<file path="src/rtl/btb_ram.sv">
// ----------------------------------------------------------------------------
// btb_ram
// Simple dual-port synchronous RAM, one write and one registered read port.
// ----------------------------------------------------------------------------
module btb_ram #(
  parameter int unsigned WIDTH = 8,
  parameter int unsigned DEPTH = 2,
  localparam int unsigned ADDR_BITS = (DEPTH > 1) ? $clog2(DEPTH) : 1
) (
  input  logic                 clk_i,
  input  logic                 we_i,
  input  logic [ADDR_BITS-1:0] waddr_i,
  input  logic [WIDTH-1:0]     wdata_i,
  input  logic [ADDR_BITS-1:0] raddr_i,
  output logic [WIDTH-1:0]     rdata_o
);

  logic [WIDTH-1:0] mem [DEPTH];
  logic [WIDTH-1:0] rdata_q;

  always_ff @(posedge clk_i) begin
    if (we_i) begin
      mem[waddr_i] <= wdata_i;
    end
    rdata_q <= mem[raddr_i];
  end

  assign rdata_o = rdata_q;

endmodule

</file>
<file path="config.mk">
export PLATFORM = sky130hd
export DESIGN_NAME = btb_ram
export DESIGN_NICKNAME = d
export VERILOG_FILES = /design/src/rtl/btb_ram.sv
export SDC_FILE = /design/constraint.sdc
export NUM_CORES = 1
export LEC_CHECK = 0
export ABC_AREA = 1
export CAP_MARGIN = 10
export CORE_ASPECT_RATIO = 1.4
export CORE_MARGIN = 2
export CORE_UTILIZATION = 35
export CTS_BUF_LIST = sky130_fd_sc_hd__clkbuf_8
export DETAILED_ROUTE_END_ITERATION = 8
export DONT_BUFFER_PORTS = 1
export PLACE_DENSITY = 0.5
export SLEW_MARGIN = 20
export SYNTH_ARGS = -nofsm -noshare
export SYNTH_HDL_FRONTEND = slang
export SYNTH_SLANG_ARGS = --single-unit
</file>
<file path="constraint.sdc">
create_clock -name clk_i -period 0.8 [get_ports clk_i]
set_input_delay 0.04 -clock clk_i [delete_from_list [all_inputs] [get_ports clk_i]]
set_output_delay 0.04 -clock clk_i [all_outputs]
set_load 0.02 [all_outputs]
</file>
==> results by stage <==
Critical path:
- The nature of the critical path endpoint is an output port.
- The data arrival time of the critical path is 700 ps.
- The critical path depth in cells is 0.
- The worst-case reg-to-reg path depth is 2.
- In this run the worst path has a maximum fanout of 1.
- For the worst setup path, the data required time is 760 ps.
- STA classifies the critical path startpoint as a flop.
- The setup path with the least slack is of type flop to output port.

Yosys:
- The area share of the largest cell type after synthesis is 63.2%.
- Synthesis produced a netlist with a net count of 66.
- The register bit total from synthesis is 24.
- Ranked by total cell area, the synthesized netlist is headed by edfxtp_1 (63%), dfxtp_1 (21%), nand2_1 (12%), buf_6 (1.5%), inv_1 (0.99%).
- For this run, the number of Yosys warnings is 0.
- Summed over all instances, the cell type with the most area after synthesis is edfxtp_1.
- Sequential cells were found to cover 84.2% of the synthesized design area.
- The synthesized area divided by synthesized cell count is 14.1 µm².
- The synthesized netlist occupies a cell area of 761 µm².
- Synthesis produced 54 cells.
- Synthesis instantiated 7 different standard cells from the library.

Clock tree:
- At the later pin of the worst-skew pair, clock insertion delay measures 270 ps.
- The count of instances resized after the clock tree is built is 0.
- The clock input transition at the sequential cells of the worst setup and hold paths is 90 ps.
- The number of buffers created by CTS is 3.
- For this design, the CTS-stage hold fixing added 8 buffers.
- Clock tree synthesis selected as its root buffer the cell clkbuf_8.
- The post-CTS repair timing setup buffer count is 0.
- The clock sink count is 24.
- The maximum count of clock buffers along a single path is 2.
- The number of H-tree levels is 1.
- TritonCTS built the clock tree.

Placement:
- Including well taps, the total number of placed cells is 76.
- The worst setup slack after placement is 141 ps.
- Input and output buffers added on the ports amount to 0.
- The final HPWL from detailed placement is 677 µm.
- The congestion estimate from routability-driven global placement came to 0.620.

Detailed routing:
- After detailed routing, the average wire length per cell comes to 11.9 µm.
- The iteration count of the initial detailed-routing pass is 2.
- For this block, the via count after detailed routing is 397.
- After detailed routing, the number of vias per cell comes to 4.51.
- In this run the remaining antenna-violating nets after routing total 0.
- For this run, design rule violations remaining after detail routing come to 0.
- The violation count after the first detailed-route iteration is 5.
- After detailed routing, the total wire length is 1050 µm.
- The routed wire length on met2 is 540 µm.
- The highest metal layer with signal wires is met4.
- The met3 wirelength from detailed routing is 60 µm.
- The detailed router put a total of 412 µm of wire on met1.

Floorplan:
- The initialized floorplan defines 20 standard-cell rows.
- The initial utilization of the core area, before any placement, comes to 35.8%.
- The number of ports placed on the die boundary is 20.
- Measured along the y axis, the die boundary spans 59.2 µm.
- The area of the die is 2570 µm².
- The core region is 2130 µm².
- The chip width is 43.4 µm.

Power:
- Summed over all nets, the switching power comes to 495 µW.
- Power comes to 2.63 mW.
- Combinational cells account for 3.8% of the total power.
- The internal power of the cells is 2.14 mW.
- The power density relative to cell area is 2810 nW/µm².
- The net switching share of the total power is 18.8%.
- The share of total power in sequential cells is 56.5%.
- The total leakage power is 0.384 nW.
- The worst-case IR drop observed on VDD is 1.20 mV.
- In this run, the clock network consumes 39.7% of the power.

Worst hold path:
- The number of instances on the worst hold path is 2.
- In this run the worst hold path is classified as input port to flop.

Timing:
- Hold timing on the final database bottoms out at a slack of -125 ps.
- The final total negative setup slack is 0 ps.
- The final count of hold timing violations was 8.
- The highest clock rate is 1360 MHz.
- The share of the clock period used by the worst path after layout is 92.2%.
- The post-layout worst setup margin is 62.2 ps.
- The max-slew violation total from the final report is 0.
- At the pin with the least slew margin, the transition time is 305 ps.
- The clock arrives with 6.33 ps of skew.
- The headroom to the max-slew limit is 79.6%.
- Setup violations remaining at the end of the flow were counted as 0.
- The worst path in the final design needs a cycle of 738 ps, including I/O delays and setup.
- Setup repair after global routing left no endpoint under its margin.

Global routing:
- The via count of the first global-routing pass is 417.
- Global routing finished with a remaining overflow of 0.
- The first global-routing pass estimated 1700 µm of wire.
- The number of antenna violations at the first check in global routing came to 0.
- The pin count of the biggest net entering global routing is 15.
- The global routing usage summed across all routing layers is 9.90%.

Finish:
- Of the cells placed in the final design, the portion with a size suffix greater than 1 is 9.09%.
- The synthesis-to-layout area growth is 23.0%.
- For this run, the post-layout net count is 79.
- In the final layout, flip-flops and latches occupy 641 µm².
- The multi-input combinational cells in the finished layout cover a total of 97.6 µm².
- The layout has 200 filler cells.
- After the flow finishes, the layout carries non-filler instances totaling 88.
- 0 antenna diodes ended up in the layout.

Run status:
- The run finished, with violations left.
- The final reports fail on negative hold slack.

Run:
- The number of maximum-capacitance constraint violations is 0.
## power by group through the flow
stage	Combinational [mW]	Sequential, mW	Clock (mW)
after floorplan	0.0573	1.51	0
after global placement	0.0643	1.52	0
after detailed placement	0.0657	1.52	0
after CTS	0.102	1.49	1.06
after global routing	0.116	1.50	1.11
final	0.0994	1.49	1.04
## layout make-up
cell class	instances	area share (%)
sequential	24	68.4
multi-input combinational	26	10.4
timing repair buffer	9	9.36
clock buffer	3	4.41
clock inverter	1	3.21
tap	22	2.94
inverter	3	1.20
## routing by layer
| layer | up-vias | global-route usage [%] |
|---|---|---|
| li1 | 197 | - |
| met1 | 180 | 8.76 |
| met2 | 15 | 16.6 |
| met3 | 5 | 3.96 |
| met4 | 0 | 9.09 |
| met5 | - | 0 |
## logic make-up after synthesis
kind of cell	after synthesis	share of synthesized area, %
buffers and inverters	4	2.96
DFF	24	84.2
and+or+nand+nor	26	12.8
## state kept, by name, summed over array words and instances (netlist names)
name / flops
mem: 16
rdata_o: 8
## cells in the mapped netlist
master / number
nand2_1: 25
buf_6: 1
inv_2: 1
inv_1: 2
nor2_1: 1
dfxtp_1: 8
edfxtp_1: 16
## final timing paths
check                            from            endpoint  slack, ps
setup / recovery   rdata_o[2]$_DFF_P_          rdata_o[2]         60
hold / removal                raddr_i  rdata_o[3]$_DFF_P_       -120
setup reg to reg  mem[1][6]$_DFFE_PP_  rdata_o[6]$_DFF_P_        200
hold reg to reg   mem[0][4]$_DFFE_PP_  rdata_o[4]$_DFF_P_        440
## metrics by stage
step / instance area, µm² / util (%)
floorplan: 761 / -
global placement: 785 / 36.9
detailed placement: 785 / 36.9
CTS: 936 / 44.0
global route: 936 / 44.0
finish: 936 / 44.0
## cells in the final DEF (no fill, tap or decap)
master and instances:
buf_4 1, bufinv_16 1, clkbuf_8 3, dfxtp_1 8
dlygate4sd3_1 8, edfxtp_1 16, inv_1 2, inv_2 1
nand2_1 25, nor2_1 1
Note: power is estimated with default switching activity, not from simulation.
