**config.mk**
```make
export PLATFORM = sky130hd
export DESIGN_NAME = btb_sel
export DESIGN_NICKNAME = d
export VERILOG_FILES = /design/src/rtl/btb_pkg.sv /design/src/rtl/btb_sel.sv
export SDC_FILE = /design/constraint.sdc
export NUM_CORES = 1
export LEC_CHECK = 0
export ABC_CLOCK_PERIOD_IN_PS = 7540
export BUFFER_PORTS_ARGS = -buffer_cell sky130_fd_sc_hd__buf_2
export CAP_MARGIN = 10
export CORE_AREA = 2 2 243 245
export DETAILED_ROUTE_END_ITERATION = 8
export DIE_AREA = 0 0 245 247
export PLACE_DENSITY = 0.41
export SYNTH_ARGS = -nofsm -noshare
export SYNTH_HDL_FRONTEND = slang
export SYNTH_SLANG_ARGS = --single-unit
```
**constraint.sdc**
```tcl
create_clock -name vclk -period 7.54
set_input_delay 0.377 -clock vclk [all_inputs]
set_output_delay 0.377 -clock vclk [all_outputs]
set_load 0.01 [all_outputs]
```
**src/rtl/btb_pkg.sv**
```systemverilog
// ----------------------------------------------------------------------------
// btb_pkg
// Shared types, constants and codes of the branch target buffer.
// ----------------------------------------------------------------------------
package btb_pkg;

  localparam int unsigned WAYS       = 4;
  localparam int unsigned INDEX_BITS = 9;
  localparam int unsigned SETS       = 1 << INDEX_BITS;
  localparam int unsigned TAG_BITS   = 23;
  localparam int unsigned WAY_BITS   = (WAYS > 1) ? $clog2(WAYS) : 1;
  localparam int unsigned AGE_BITS   = 2;
  localparam logic [AGE_BITS-1:0] AGE_MAX = 2'h3;
  localparam logic [31:0] PC_STEP    = 32'd4;

  typedef enum logic {
    KIND_PREDICT = 1'b0,
    KIND_UPDATE  = 1'b1
  } kind_e;

  typedef enum logic [1:0] {
    BR_JUMP     = 2'd0,
    BR_CALL     = 2'd1,
    BR_RETURN   = 2'd2,
    BR_INDIRECT = 2'd3
  } br_type_e;

  typedef enum logic [2:0] {
    ACT_NONE       = 3'd0,
    ACT_PUSH       = 3'd1,
    ACT_POP        = 3'd2,
    ACT_TC_PREDICT = 3'd3,
    ACT_TC_UPDATE  = 3'd4
  } action_e;

  typedef enum logic [1:0] {
    ST_CLEAR,
    ST_IDLE,
    ST_LOOKUP
  } state_e;

  typedef struct packed {
    logic        kind;
    logic [31:0] pc;
    logic [31:0] target;
    logic [1:0]  branch_type;
  } req_t;

  typedef struct packed {
    logic [31:0] next_pc;
    logic        hit;
    logic [2:0]  action;
    logic [31:0] return_address;
    logic [1:0]  way_used;
  } rsp_t;

  typedef struct packed {
    logic [TAG_BITS-1:0] tag;
    logic [31:0]         target;
    logic [1:0]          btype;
  } entry_t;

  typedef entry_t [WAYS-1:0] row_t;

  typedef struct packed {
    logic [WAYS-1:0]                valid;
    logic [WAYS-1:0][AGE_BITS-1:0]  age;
  } meta_t;

  typedef struct packed {
    rsp_t  rsp;
    row_t  row;
    meta_t meta;
    logic  wr_row;
    logic  wr_meta;
  } sel_t;

endpackage

```
**src/rtl/btb_sel.sv**
```systemverilog
// ----------------------------------------------------------------------------
// btb_sel
// Tag compare, way choice, age update and response for one set row.
// ----------------------------------------------------------------------------
module btb_sel import btb_pkg::*; (
  input  req_t  req_i,
  input  row_t  row_i,
  input  meta_t meta_i,
  output sel_t  sel_o
);

  logic [TAG_BITS-1:0] tag;
  logic [31:0]         ret;
  logic [WAYS-1:0]     match;
  logic                found;
  logic [WAY_BITS-1:0] hit_way;
  logic                any_free;
  logic [WAY_BITS-1:0] free_way;
  logic [WAY_BITS-1:0] old_way;
  logic [AGE_BITS-1:0] max_age;
  logic [WAY_BITS-1:0] way;
  logic [AGE_BITS-1:0] cur_age;
  logic                touch;
  br_type_e            hit_type;

  assign tag = req_i.pc[INDEX_BITS +: TAG_BITS];
  assign ret = req_i.pc + PC_STEP;

  always_comb begin
    hit_way  = '0;
    free_way = '0;
    for (int i = WAYS - 1; i >= 0; i--) begin
      match[i] = meta_i.valid[i] && (row_i[i].tag == tag);
      if (match[i]) begin
        hit_way = WAY_BITS'(i);
      end
      if (!meta_i.valid[i]) begin
        free_way = WAY_BITS'(i);
      end
    end
    found    = |match;
    any_free = ~&meta_i.valid;
  end

  always_comb begin
    max_age = '0;
    old_way = '0;
    for (int i = 0; i < WAYS; i++) begin
      if (meta_i.age[i] > max_age) begin
        max_age = meta_i.age[i];
        old_way = WAY_BITS'(i);
      end
    end
  end

  always_comb begin
    if (found) begin
      way = hit_way;
    end else if (req_i.kind == KIND_PREDICT) begin
      way = '0;
    end else if (any_free) begin
      way = free_way;
    end else begin
      way = old_way;
    end
  end

  assign touch    = (req_i.kind == KIND_UPDATE) || found;
  assign cur_age  = meta_i.age[way];
  assign hit_type = br_type_e'(row_i[hit_way].btype);

  always_comb begin
    sel_o.meta = meta_i;
    for (int i = 0; i < WAYS; i++) begin
      if (WAY_BITS'(i) == way) begin
        sel_o.meta.age[i] = '0;
      end else if (meta_i.age[i] <= cur_age && meta_i.age[i] != AGE_MAX) begin
        sel_o.meta.age[i] = meta_i.age[i] + 1'b1;
      end
    end
    if (req_i.kind == KIND_UPDATE) begin
      sel_o.meta.valid[way] = 1'b1;
    end
    sel_o.wr_meta = touch;

    sel_o.row = row_i;
    sel_o.row[way].target = req_i.target;
    sel_o.row[way].btype  = req_i.branch_type;
    if (!found) begin
      sel_o.row[way].tag = tag;
    end
    sel_o.wr_row = (req_i.kind == KIND_UPDATE);

    sel_o.rsp.hit            = found;
    sel_o.rsp.return_address = ret;
    sel_o.rsp.way_used       = 2'(way);
    sel_o.rsp.next_pc        = ret;
    sel_o.rsp.action         = ACT_NONE;
    if (req_i.kind == KIND_UPDATE) begin
      sel_o.rsp.next_pc = req_i.target;
      if (br_type_e'(req_i.branch_type) == BR_INDIRECT) begin
        sel_o.rsp.action = ACT_TC_UPDATE;
      end
    end else if (found) begin
      case (hit_type)
        BR_JUMP: begin
          sel_o.rsp.next_pc = row_i[hit_way].target;
        end
        BR_CALL: begin
          sel_o.rsp.next_pc = row_i[hit_way].target;
          sel_o.rsp.action  = ACT_PUSH;
        end
        BR_RETURN: begin
          sel_o.rsp.action = ACT_POP;
        end
        BR_INDIRECT: begin
          sel_o.rsp.next_pc = row_i[hit_way].target;
          sel_o.rsp.action  = ACT_TC_PREDICT;
        end
        default: begin
          sel_o.rsp.action = ACT_NONE;
        end
      endcase
    end
  end

endmodule

```
==> flow_summary.ini <==
[synth]
syn-num-nets = 1258
yosysTopAreaCellShare = 0.3462
synth.largest_area_cell = mux2_2
ys_seq_area_frac = 0
ys.warnings.count = 0
synth_cell_types = 56
post_synth.cell_area_avg_um2 = 7.809
synth.top_cells.by_area = mux2_2 35%, mux2i_1 9.6%, xor2_1 9.3%
synth_cells = 933
synth_area_um2 = 7286

[grt]
grt_pass1_vias = 9604
grt.total_usage = 0.1545
grt_first_pass_wirelength_um = 68420
grt_max_degree = 70
grt-ovfl-total = 0
antenna_found_initial = 6

[place]
dp.final_hpwl_um = 42030
routabilityCongestion = 0.9219
numPortBuffers = 619

[job]
drv_cap = 0

[die]
fp.dieH_um = 247
rows = 89
dieWidth_um = 245
initial_core_util = 0.1251
fp.coreArea_um2 = 58240
num_io_pins = 619
die_area_um2 = 60520

[timing]
tightest_slew_ps = 1001
tns_ps = 0
rsz0062_at_grt = no
setup_viol = 0
slew_violations = 0
final_hold_viol_count = 0
finalCritPeriodShare = 0.9037
relSlewSlack = 0.3312
period_minus_slack_ps = 6814
max_clock_freq_ghz = 0.1468

[layout]
regArea_um2 = 0
final_util = 0.1917
synthToLayoutAreaGrowth_pct = 53.20
seq_cell_count = 0
nClkBuffers = 0
fillers = 6633
drive_above_1_share = 0.5921
final_nets = 1815

[setup_path]
critical_path.startpoint_type = input pin
slowest_stage = clkinv_1
critical-path-max-stage-delay_ps = 430
critical_path_class = in2out
worst_path_most_repeated_cell = ha_1
end_kind = output port
cp.required_ps = 7160
crit_arrival_ps = 6440
cp_max_fo = 10

[routing]
drtAntennaViolNets = 0
wire_per_inst_um = 22.30
via_per_inst = 4.289
num_vias = 9715
routed_wirelength_um = 50510
drc = 0
drt_iter0_markers = 457
dr.pass1.iters = 5

[outcome]
status = finished, final reports clean

[clocking]
cts_setup_buffers = 0
cts_resized = 0
hold_buffers = 0

[worst_hold_path]
hp-class = in2out
-- cells in the mapped netlist (all sizes together), types with 2 or more instances --
cell type and number:
mux2i 70, o211ai 5, or3 5, nor4 33, or2 2, clkbuf 31, o21ai 43, nand2b 3
xnor2 43, a21o 2, o21a 3, inv 16, mux2 233, nor3 11, ha 18, nor2b 34
a211oi 36, xor2 77, a21oi 42, nor2 39, o22ai 2, buf 53, a31oi 2, and3 6
nand4 21, nand3 18, and4 4, nand2 59, and2 3
-- routing by layer --
| metal | vias to the layer above | share of wire | track usage |
|---|---|---|---|
| met2 | 450 | 0.47 | 0.2631 |
| li1 | 4567 | - | - |
| met4 | 4 | 0.028 | 0.04412 |
| met3 | 55 | 0.066 | 0.02507 |
| met1 | 4639 | 0.44 | 0.1998 |
| met5 | - | 0.00053 | 0 |
-- worst max-delay path, delay by kind of cell --
kind / cells / cell delay, ps
buf+inv: 6 / 920
simple gates: 7 / 1510
compound gates: 10 / 1920
mux: 1 / 380
fa+ha+maj: 5 / 1330
-- layout by cell type, fill, tap and decap left out, types with 20 or more instances in the layout --
master      n
buf_4      20
a21oi_1    41
mux2_2    224
nor2_1     34
nor4_1     33
xnor2_1    43
nand4_1    21
a211oi_1   35
mux2i_1    70
buf_2     619
o21ai_1    34
nor2b_1    34
xor2_1     77
nand2_1    58
-- cell type report --
class / count / area (um^2) / area share
repair buffers: 639 / 3248 / 0.2910
well taps: 773 / 967.2 / 0.08665
inverters: 17 / 63.81 / 0.005717
multi-input cells: 832 / 6873 / 0.6157
diodes: 4 / 10.01 / 0.0008968
-- worst paths after layout --
check             slack (ps)          to      start  depth (start not counted)
hold / removal           970  sel_o[244]  req_i[34]                          2
setup / recovery         730    sel_o[4]  meta_i[1]                         29
-- cells by family (layout without fill, tap and decap cells) --
family | after synthesis | after routing | share of synthesized area
XOR/XNOR | 120 | 120 | 0.1443
AND/OR/NAND/NOR | 243 | 243 | 0.1740
multiplexers | 303 | 303 | 0.4563
buffers and inverters | 101 | 656 | 0.06423
adder cells (fa/ha/maj) | 18 | 18 | 0.03091
AO/OA/AOI/OAI | 148 | 148 | 0.1303
other | 0 | 4 | 0
-- metrics by stage --
stage	instance area [um^2]	hold slack, ps	instances	setup WS [ps]
detailed placement	11150	973.1	2261	803.2
global route	11150	983.1	2262	158.1
CTS	11150	974.6	2261	777.8
finish	11160	972.6	2265	726.4
global placement	11150	977.0	2261	1050
floorplan	7286	804.7	933	2072
